$ cat src/hdl/ctbd_pkg.sv
// ctbd_pkg: shared types, register indexes, reset values and helper functions
// for the capacitive touch baseline detector. No dependencies.
package ctbd_pkg;

  localparam int NUM_BUTTONS_DEF = 4;

  localparam int CFG_ADDR_W = 3;
  localparam int CFG_DATA_W = 8;

  localparam logic [CFG_ADDR_W-1:0] REG_DETECT_THR     = 3'd0;
  localparam logic [CFG_ADDR_W-1:0] REG_DEBOUNCE_LIMIT = 3'd1;
  localparam logic [CFG_ADDR_W-1:0] REG_UPDATE_PERIOD  = 3'd2;
  localparam logic [CFG_ADDR_W-1:0] REG_FAST_SHIFT     = 3'd3;
  localparam logic [CFG_ADDR_W-1:0] REG_SLOW_SHIFT     = 3'd4;

  localparam logic [7:0] RST_DETECT_THR     = 8'd20;
  localparam logic [2:0] RST_DEBOUNCE_LIMIT = 3'd4;
  localparam logic [7:0] RST_UPDATE_PERIOD  = 8'd16;
  localparam logic [2:0] RST_FAST_SHIFT     = 3'd2;
  localparam logic [2:0] RST_SLOW_SHIFT     = 3'd4;

  typedef struct packed {
    logic [1:0] button;
    logic [9:0] adc_code;
  } in_t;

  typedef struct packed {
    logic       pressed;
    logic [7:0] scaled_sample;
  } out_t;

  typedef struct packed {
    logic [7:0] baseline;
    logic [2:0] debounce_count;
    logic       pressed_flag;
    logic [7:0] period_count;
  } entry_t;

  typedef struct packed {
    logic [7:0] detect_thr;
    logic [2:0] debounce_limit;
    logic [7:0] update_period;
    logic [2:0] fast_shift;
    logic [2:0] slow_shift;
  } cfg_t;

  // Saturating 10-to-8 bit scaling.
  function automatic logic [7:0] scale_code(input logic [9:0] code);
    logic [7:0] r;
    if (code[9]) begin
      r = {7'h7F, code[1]};
    end else begin
      r = code[8:1];
    end
    return r;
  endfunction

  // Right shift rounded by the last bit shifted out; zero shift passes through.
  function automatic logic [8:0] rounded_shift(input logic [7:0] v, input logic [2:0] s);
    logic [2:0] sm1;
    logic [8:0] r;
    sm1 = s - 3'd1;
    if (s == 3'd0) begin
      r = {1'b0, v};
    end else begin
      r = {1'b0, v >> s} + {8'd0, v[sm1]};
    end
    return r;
  endfunction

endpackage

$ cat src/hdl/ctbd_state_ram.sv
// ctbd_state_ram: per-button state memory, one read and one write port,
// registered read, write-first forwarding, valid bits cleared at reset.
// Depends on ctbd_pkg.
module ctbd_state_ram #(
  parameter int DEPTH = ctbd_pkg::NUM_BUTTONS_DEF,
  parameter int AW    = 2
) (
  input  logic             clk,
  input  logic             rst,
  input  logic             rd_en,
  input  logic [AW-1:0]    rd_addr,
  output ctbd_pkg::entry_t rd_data,
  input  logic             wr_en,
  input  logic [AW-1:0]    wr_addr,
  input  ctbd_pkg::entry_t wr_data
);

  ctbd_pkg::entry_t mem [DEPTH];
  logic [DEPTH-1:0] valid;
  ctbd_pkg::entry_t mem_q;
  ctbd_pkg::entry_t fwd_q;
  logic             fwd_hit;
  logic             vld_q;

  always_ff @(posedge clk) begin
    if (wr_en) begin
      mem[wr_addr] <= wr_data;
    end
    if (rd_en) begin
      mem_q <= mem[rd_addr];
      fwd_q <= wr_data;
    end
  end

  always_ff @(posedge clk) begin
    if (rst) begin
      valid   <= '0;
      fwd_hit <= 1'b0;
      vld_q   <= 1'b0;
    end else begin
      if (wr_en) begin
        valid[wr_addr] <= 1'b1;
      end
      if (rd_en) begin
        fwd_hit <= wr_en && (wr_addr == rd_addr);
        vld_q   <= valid[rd_addr];
      end
    end
  end

  always_comb begin
    if (fwd_hit) begin
      rd_data = fwd_q;
    end else if (vld_q) begin
      rd_data = mem_q;
    end else begin
      rd_data = '0;
    end
  end

endmodule

$ cat src/hdl/ctbd_update.sv
// ctbd_update: debounce, period pacing and baseline filter for one sample.
// Depends on ctbd_pkg.
module ctbd_update (
  input  ctbd_pkg::entry_t cur,
  input  logic [7:0]       sample,
  input  logic             in_range,
  input  ctbd_pkg::cfg_t   cfg,
  output ctbd_pkg::entry_t nxt,
  output ctbd_pkg::out_t   res
);

  logic [7:0] val;
  logic       touch;
  logic [7:0] pc;
  logic       upd;
  logic [2:0] shift;
  logic [8:0] rs_val;
  logic [8:0] rs_smp;
  logic [8:0] filt;

  always_comb begin
    val   = (cur.baseline == 8'd0) ? sample : cur.baseline;
    // sample < val - threshold, signed; never true when val < threshold
    touch = ({1'b0, sample} + {1'b0, cfg.detect_thr}) < {1'b0, val};

    nxt = cur;
    if (touch) begin
      if (cur.debounce_count < cfg.debounce_limit) begin
        nxt.debounce_count = cur.debounce_count + 3'd1;
      end else begin
        nxt.pressed_flag = 1'b1;
      end
    end else begin
      if (cur.debounce_count != 3'd0) begin
        nxt.debounce_count = cur.debounce_count - 3'd1;
      end else begin
        nxt.pressed_flag = 1'b0;
      end
    end

    pc     = cur.period_count + 8'd1;
    upd    = pc >= cfg.update_period;
    shift  = nxt.pressed_flag ? cfg.slow_shift : cfg.fast_shift;
    rs_val = ctbd_pkg::rounded_shift(val, shift);
    rs_smp = ctbd_pkg::rounded_shift(sample, shift);
    filt   = {1'b0, val} - rs_val + rs_smp;

    if (upd) begin
      nxt.period_count = 8'd0;
      nxt.baseline     = filt[7:0];
    end else begin
      nxt.period_count = pc;
    end

    res.pressed       = in_range & nxt.pressed_flag;
    res.scaled_sample = sample;
  end

endmodule

$ cat src/hdl/cap_touch_baseline_detector_top.sv
// Capacitive touch baseline detector with debounce, top level.
// Depends on ctbd_pkg, ctbd_state_ram and ctbd_update.
//
// Usage:
//   in channel (in_valid/in_ready/in_data) takes one request per sample: a
//   button index and a raw 10-bit converter code. out channel
//   (out_valid/out_ready/out_data) returns one result per request: the
//   debounced pressed state of that button and the 8-bit scaled sample.
//   Results come back in request order.
//   An accepted request waits in the read stage, then its result is
//   registered. Throughput: one request per cycle, back to back, on the
//   same or different buttons; the state memory read-modify-write uses
//   write-first forwarding, so consecutive samples of one button chain.
//   When out_ready is low on a held result, it stays, the request behind it
//   waits in the read stage and in_ready drops until the result is taken.
//   Reset: all per-button state reads as zero (valid bits, no clearing
//   sweep), config registers return to defaults, both channels go idle.
//   Configuration: cfg_we/cfg_addr/cfg_wdata write one register per cycle,
//   to be used only while the block is idle.
module cap_touch_baseline_detector_top #(
  parameter int NUM_BUTTONS = ctbd_pkg::NUM_BUTTONS_DEF
) (
  input  logic                           clk,
  input  logic                           rst,
  input  logic                           in_valid,
  output logic                           in_ready,
  input  ctbd_pkg::in_t                  in_data,
  output logic                           out_valid,
  input  logic                           out_ready,
  output ctbd_pkg::out_t                 out_data,
  input  logic                           cfg_we,
  input  logic [ctbd_pkg::CFG_ADDR_W-1:0] cfg_addr,
  input  logic [ctbd_pkg::CFG_DATA_W-1:0] cfg_wdata
);

  localparam int AW = (NUM_BUTTONS > 1) ? $clog2(NUM_BUTTONS) : 1;

  ctbd_pkg::cfg_t   cfg;
  logic             accept;
  logic             advance;
  logic             in_range;
  logic             s1_valid;
  logic             s1_in_range;
  logic [AW-1:0]    s1_addr;
  logic [7:0]       s1_sample;
  ctbd_pkg::entry_t cur;
  ctbd_pkg::entry_t nxt;
  ctbd_pkg::out_t   res;

  always_ff @(posedge clk) begin
    if (rst) begin
      cfg.detect_thr      <= ctbd_pkg::RST_DETECT_THR;
      cfg.debounce_limit  <= ctbd_pkg::RST_DEBOUNCE_LIMIT;
      cfg.update_period   <= ctbd_pkg::RST_UPDATE_PERIOD;
      cfg.fast_shift      <= ctbd_pkg::RST_FAST_SHIFT;
      cfg.slow_shift      <= ctbd_pkg::RST_SLOW_SHIFT;
    end else if (cfg_we) begin
      case (cfg_addr)
        ctbd_pkg::REG_DETECT_THR:      cfg.detect_thr      <= cfg_wdata;
        ctbd_pkg::REG_DEBOUNCE_LIMIT:  cfg.debounce_limit  <= cfg_wdata[2:0];
        ctbd_pkg::REG_UPDATE_PERIOD:   cfg.update_period   <= cfg_wdata;
        ctbd_pkg::REG_FAST_SHIFT:      cfg.fast_shift      <= cfg_wdata[2:0];
        ctbd_pkg::REG_SLOW_SHIFT:      cfg.slow_shift      <= cfg_wdata[2:0];
        default: ;
      endcase
    end
  end

  assign advance  = s1_valid && (!out_valid || out_ready);
  assign in_ready = !s1_valid || advance;
  assign accept   = in_valid && in_ready;
  assign in_range = 32'(in_data.button) < NUM_BUTTONS;

  always_ff @(posedge clk) begin
    if (rst) begin
      s1_valid <= 1'b0;
    end else if (accept) begin
      s1_valid <= 1'b1;
    end else if (advance) begin
      s1_valid <= 1'b0;
    end
  end

  always_ff @(posedge clk) begin
    if (accept) begin
      s1_in_range <= in_range;
      s1_addr     <= AW'(in_data.button);
      s1_sample   <= ctbd_pkg::scale_code(in_data.adc_code);
    end
  end

  ctbd_state_ram #(
    .DEPTH (NUM_BUTTONS),
    .AW    (AW)
  ) u_ram (
    .clk     (clk),
    .rst     (rst),
    .rd_en   (accept && in_range),
    .rd_addr (AW'(in_data.button)),
    .rd_data (cur),
    .wr_en   (advance && s1_in_range),
    .wr_addr (s1_addr),
    .wr_data (nxt)
  );

  ctbd_update u_update (
    .cur      (cur),
    .sample   (s1_sample),
    .in_range (s1_in_range),
    .cfg      (cfg),
    .nxt      (nxt),
    .res      (res)
  );

  always_ff @(posedge clk) begin
    if (rst) begin
      out_valid <= 1'b0;
    end else if (advance) begin
      out_valid <= 1'b1;
    end else if (out_ready) begin
      out_valid <= 1'b0;
    end
  end

  always_ff @(posedge clk) begin
    if (advance) begin
      out_data <= res;
    end
  end

`ifndef SYNTH
  a_stall_only_when_full: assert property (@(posedge clk) disable iff (rst)
    !in_ready |-> (s1_valid && out_valid && !out_ready))
    else $error("in_ready low while pipeline not full");

  a_advance_fills_out: assert property (@(posedge clk) disable iff (rst)
    advance |=> out_valid)
    else $error("advanced request produced no result");

  a_accept_fills_s1: assert property (@(posedge clk) disable iff (rst)
    accept |=> s1_valid)
    else $error("accepted request lost in read stage");
`endif

endmodule

$ cat config.mk
export PLATFORM = sky130hd
export DESIGN_NAME = cap_touch_baseline_detector_top
export DESIGN_NICKNAME = d
export VERILOG_FILES = /design/src/hdl/ctbd_pkg.sv /design/src/hdl/ctbd_state_ram.sv /design/src/hdl/ctbd_update.sv /design/src/hdl/cap_touch_baseline_detector_top.sv
export SDC_FILE = /design/constraint.sdc
export NUM_CORES = 1
export LEC_CHECK = 0
export BUFFER_PORTS_ARGS = -buffer_cell sky130_fd_sc_hd__buf_4
export CAP_MARGIN = 10
export CORE_UTILIZATION = 62
export DETAILED_ROUTE_END_ITERATION = 8
export PLACE_DENSITY_LB_ADDON = 0.08
export SKIP_CTS_REPAIR_TIMING = 1
export SLEW_MARGIN = 20
export SYNTH_ARGS = -nofsm -noshare
export SYNTH_HDL_FRONTEND = slang
export SYNTH_SLANG_ARGS = --single-unit
export TNS_END_PERCENT = 30
$ cat constraint.sdc
create_clock -name clk -period 9.1 [get_ports clk]
set_input_delay 0.455 -clock clk [delete_from_list [all_inputs] [get_ports clk]]
set_output_delay 0.455 -clock clk [all_outputs]
set_load 0.02 [all_outputs]
# Word level (Yosys, flattened, before mapping)
# Memory sizes are Yosys's and may differ from the RTL's. A register that Yosys moved wholly into a read port is not among the register bits.
# Cells that the tools add are included.
totals:
  reg_bits: 72
  mem_bits_rw: 80
  memories: 1
op_classes:
  n_addsub: 9
  n_lt_le_gt_ge: 7
  n_eq_ne: 5
  shifts: 2
  mux: 27
  bitwise_logic: 1
  n_reduce_logical: 19
memory_table:
  columns: ["name", "depth", "width", "read_ports", "rd_clocked_by_memory_dff", "wr", "line_no", "source"]
  rows:
  - ["u_ram.mem", 4, 20, 1, 1, 1, "ctbd_state_ram.sv:18", "ctbd_pkg::entry_t mem [DEPTH];"]
op_table:
  columns: ["op", "count"]
  rows:
  - ["$mux W20", 2]
  - ["$mux W8", 5]
  - ["$add A8 B1 Y8", 2]
  - ["$shr A8 B3 Y8", 2]
  - ["$mux W1", 12]
  - ["$reduce_and A2 Y1", 5]
  - ["$add A8 B8 Y9", 1]
  - ["$lt A9 B8 Y1", 1]
  - ["$mux W3", 3]
  - ["$add A8 B1 Y8 const B", 1]
  - ["$add A8 B8 Y8", 1]
  - ["$ge A8 B8 Y1", 1]
  - ["$logic_not A8 Y1", 1]
  - ["$sub A8 B8 Y8", 1]
  - ["$bmux W1 S3", 2]
  - ["$eq A3 B2 Y1 const B", 2]
  - ["$logic_not A3 Y1", 2]
  - ["$lt A2 B3 Y1 const B", 2]
  - ["$sub A3 B1 Y3 const B", 2]
  - ["$logic_and A1 B1 Y1", 4]
  - ["$lt A3 B4 Y1 const B", 1]
  - ["$mux W4", 1]
  - ["$or A4 B4 Y4", 1]
  - ["$reduce_bool A2 Y1", 2]
  - ["other kinds (11)", 13]

# Longest topological paths before layout
logic_depth:
  depth_word: 15
  mapped_depth: 41
  ltp_nobuf: 39

# Hierarchy
# Synthesis repeated with hierarchy kept, for this count alone.
hier_totals:
  cells_unflattened: 722
  hier_area_um2: 9257.6
by_module_without_submodules:
  columns: ["module", "instances", "cells_each", "area_per_inst_um2", "seq_area_each_um2"]
  rows:
  - ["ctbd_state_ram", 1, 198, 4609.4, 3723.6]
  - ["ctbd_update", 1, 389, 2887.8, 0.0]
  - ["cap_touch_baseline_detector_top", 1, 135, 1760.4, 1111.1]

# Least setup slack after synthesis
# Ideal clock, no wire load.
synth_path:
  path_kind: "register to register"
  from: "reg u_ram.mem_q[19] (netlist name)"
  to: "reg u_ram.fwd_q[19] (netlist bit) (data pin)"
  arrival_time_ns: 7.187
  path_slack_ns: 1.717
  path_stages_with_launch: 37
  path_cell_list: "edfxtp_1 or4_4 o21ai_2 and2_0 a21o_1 inv_1 ha_1 nor4_1 mux2i_1 o2111a_1 a311oi_4 o211ai_4 and2_0 clkbuf_2 nor2_4 mux2_2 o21ai_0 nor2_1 a31oi_1 ha_1 ha_1 nor2_1 a21oi_1 fa_1 inv_1 ha_1 a21o_1 a21oi_1 o21bai_1 a21oi_1 o21bai_1 a21oi_1 xnor2_1 xnor2_1 a21oi_1 o21ai_0 o22ai_1"
synth_rtl:
  columns: ["element", "line_no", "source"]
  rows:
  - ["end signal, assigned", "ctbd_state_ram.sv:31", "fwd_q <= wr_data;"]
  - ["end, declared", "ctbd_state_ram.sv:21", "ctbd_pkg::entry_t fwd_q;"]

==> summary.md <==
| Metric | Value |
|---|---|
| CP startpoint | `u_ram.fwd_q[13]` |
| Via count | `6328` |
| Total Routing Usage GR | `28.16%` |
| IO Pins | `39` |
| Worst-path clk slew | `0.07 ns` |
| M1 GR Usage | `36.93%` |
| Syn nets | `850` |
| Post-Syn Area | `0.009189 mm2` |
| Peak Freq | `0.1162 GHz` |
| Number of max-cap violations | `0` |
| WS Path Type | `reg -> reg` |
| Pin count of the biggest net entering global routing | `52` |
| Full die area | `0.01531 mm2` |
| Routed len/inst | `20.17 um` |
| Syn avg cell area | `11.87 um2` |
| Critical path endpoint | `u_ram.mem[1][19]` |
| Dpl hpwl | `14410 um` |
| Met3 Usage GRT | `5.266%` |
| Sw frac | `30.92%` |
| Final period util | `94.55%` |
| Die Y | `123.7 um` |
| Final Util | `70.90%` |
| Post-synthesis cell type count | `81` |
| Area after DPL | `0.009688 mm2` |
| Hold WC Path Type | `in -> reg` |
| Hold Vio Cnt, Final | `0` |
| DRT antenna net count | `0` |
| PortBufs | `37` |
| Setup crit start kind | `register` |
| DRT iter0 DRCs | `559` |
| Warnings from Yosys | `0` |
| Max VDD drop | `178.4 uV` |
| P_int | `0.001556 W` |
| Gr ovfl total | `0` |
| Async set-reset flop share out of synthesis | `0%` |
| Chip width | `123.7 um` |
| R2R Path End | `u_ram.mem[1][19]` |
| Share of layout cells above drive strength 1 | `18.74%` |
| Clock Skews | `0.01190 ns` |
| DR pass1 iterations | `5` |
| Post-route cell area | `0.01026 mm2` |
| Worst Path Arrival | `8.76 ns` |
| CTS tree | `yes` |
| Root Driver | `clkbuf_16` |
| Cells after synthesis | `774` |
| Sink Count | `172` |
| Reg2reg setup slack | `0.50 ns` |
| # DRC | `0` |
| Fin nets | `891` |
| NetSw | `0.0006967 W` |
| Worst EP required | `9.25 ns` |
| # diodes | `0` |
| Crit-path max cell delay | `0.55 ns` |
| Most Used Layer, Global Route | `met2` |
| Post-synth EDFFs | `139` |
| CP max FO | `12` |
| Seq/Total Area, Yosys | `52.61%` |
| #FFs+latches synth | `172` |
| Initial antenna violation count | `0` |
| Combinational Power Share | `28.6%` |
| Starting Density | `63.46%` |
| PwrDens | `219.5 mW/mm2` |
| Sequential share of power | `40.5%` |
| Clock Power Share | `30.9%` |
| Placer's final routability congestion estimate | `0.9936` |
| Clk_lat worst skew | `0.43 ns` |
| CP max-delay cell | `or4_1` |
| DR vias/cell | `6.259` |
| Reg2reg start | `u_ram.fwd_q[13]` |
| Clock buffer depth | `2` |
| Final WL | `20400 um` |
| First-pass GRT wire length | `31700 um` |
| CTS H-tree lvls | `4` |
| Setup violators final | `0` |
| P_leak | `3.881 nW` |
| Most used DFF post-synth | `edfxtp_1` |
| Core area | `0.01448 mm2` |
| Fill cells | `991` |
| Final max-slew violation count | `0` |
| Status | `complete, no violations` |
| Area growth syn-to-layout | `11.71%` |
| Slew HR | `27.98%` |
| GR Layer Usage met2 | `46.94%` |
| Critical Path Most Common Cell | `inv_1` |
| Slew of the pin with the lowest slew margin | `1.080 ns` |
| Num rows | `44` |
| Crit path time final | `8.604 ns` |
| Crit end category | `register` |
| Reg2Reg Depth | `37` |
| Vias in the first global route | `6203` |
| CTS buffer count | `17` |
logic make-up after synthesis:
group | Yosys count | share of synthesized area (%)
flops | 172 | 52.61
buf+inv | 75 | 3.350
xor+xnor | 33 | 3.145
compound gates | 171 | 13.58
simple gates | 229 | 12.01
mux | 46 | 8.115
fa+ha+maj | 48 | 7.190
flip-flops by register name (all words and copies together) (netlist names):
name / count
out_valid: 1
u_ram.vld_q: 1
s1_addr: 2
u_ram.fwd_q: 20
cfg: 25
s1_sample: 8
u_ram.valid: 4
u_ram.mem: 80
u_ram.fwd_hit: 1
out_data: 9
u_ram.mem_q: 20
s1_valid: 1
metal layers:
metal / routed length (um) / vias up
met1: 8579 / 3094
met2: 10130 / 239
met5: 0 / -
li1: - / 2956
met3: 1234 / 39
met4: 455 / 0
cells in the final DEF (no fill, tap or decap), types with 5 or more instances in the layout:
cell,instances
buf_4,54
nand3_1,25
nor2b_1,6
dfxtp_1,33
edfxtp_1,139
xor2_1,14
clkbuf_16,17
o21bai_1,6
a22o_1,7
o21ai_0,21
or2_2,9
xnor2_1,18
o211ai_1,11
ha_1,40
a21o_1,7
inv_1,42
fa_1,8
mux2_2,8
nand2_1,78
nor3_1,5
mux2i_1,16
a21oi_1,47
nor2_1,57
a22oi_1,16
mux4_2,21
a211oi_1,6
and2_1,12
area by class of cell:
type / instances / area, um2 / share of cell area, %
clock buffers: 17 / 425.4 / 4.144
well taps: 184 / 230.2 / 2.243
multi-input cells: 527 / 4071 / 39.66
clock inverters: 14 / 135.1 / 1.316
repair buffers: 54 / 405.4 / 3.949
inverters: 43 / 162.7 / 1.585
flip-flops and latches: 172 / 4835 / 47.10
power groups by stage:
| stage | Combinational (W) | Sequential (W) | Clock, W |
|---|---|---|---|
| after floorplan | 0.000482 | 0.000927 | 0 |
| after detailed placement | 0.000622 | 0.000930 | 0 |
| after CTS | 0.000630 | 0.000913 | 0.000704 |
| final | 0.000644 | 0.000913 | 0.000696 |
| after global placement | 0.000605 | 0.000928 | 0 |
| after global routing | 0.000712 | 0.000916 | 0.000733 |
critical path, delay by kind of cell, from the launching register on:
| kind | cells | cell delay, ns |
|---|---|---|
| muxes | 2 | 0.52 |
| AOI/OAI and AO/OA | 16 | 3.18 |
| xor gates and xnor gates | 3 | 0.54 |
| adders and majority gates | 4 | 1.33 |
| DFF | 1 | 0.41 |
| and+or+nand+nor | 8 | 2.03 |
| buffers and inverters | 4 | 0.34 |
Yosys cell counts, drive strengths merged (17+ instances only):
cell / number / area (um2)
dfxtp: 33 / 660.6
inv: 43 / 161.4
o21ai: 26 / 133.9
a21oi: 49 / 252.8
xnor2: 19 / 166.4
edfxtp: 139 / 4174
nand2: 78 / 292.8
nor2: 61 / 239.0
nand3: 27 / 145.1
mux2i: 17 / 182.7
ha: 40 / 500.5
mux4: 21 / 473.0
worst min-delay path by stage:
stage | start | end | slack [ns] | cells past startpoint
floorplan | u_ram.vld_q | u_ram.vld_q | 0.43 | 2
global placement | u_ram.valid[3] | u_ram.valid[3] | 0.45 | 2
detailed placement | u_ram.vld_q | u_ram.vld_q | 0.46 | 2
CTS | in_data[1] | s1_sample[0] | 0.20 | 1
global route | in_data[1] | s1_sample[0] | 0.20 | 1
finish | in_data[1] | s1_sample[0] | 0.20 | 1
per-stage QoR:
step / hold slack (ns) / instances / total power, W / worst slack (ns) / TNS (ns)
6_report: 0.2035 / 1011 / 0.002253 / 0.4962 / 0
2_1_floorplan: 0.4316 / 774 / 0.001409 / 1.717 / 0
5_1_grt: 0.1960 / 1011 / 0.002360 / -0.03458 / -0.1719
3_5_place_dp: 0.4558 / 980 / 0.001552 / 0.2793 / 0
4_1_cts: 0.1963 / 1011 / 0.002248 / 0.2380 / 0
3_3_place_gp: 0.4454 / 980 / 0.001533 / 0.6207 / 0
Power figures use the tool's default switching activity.
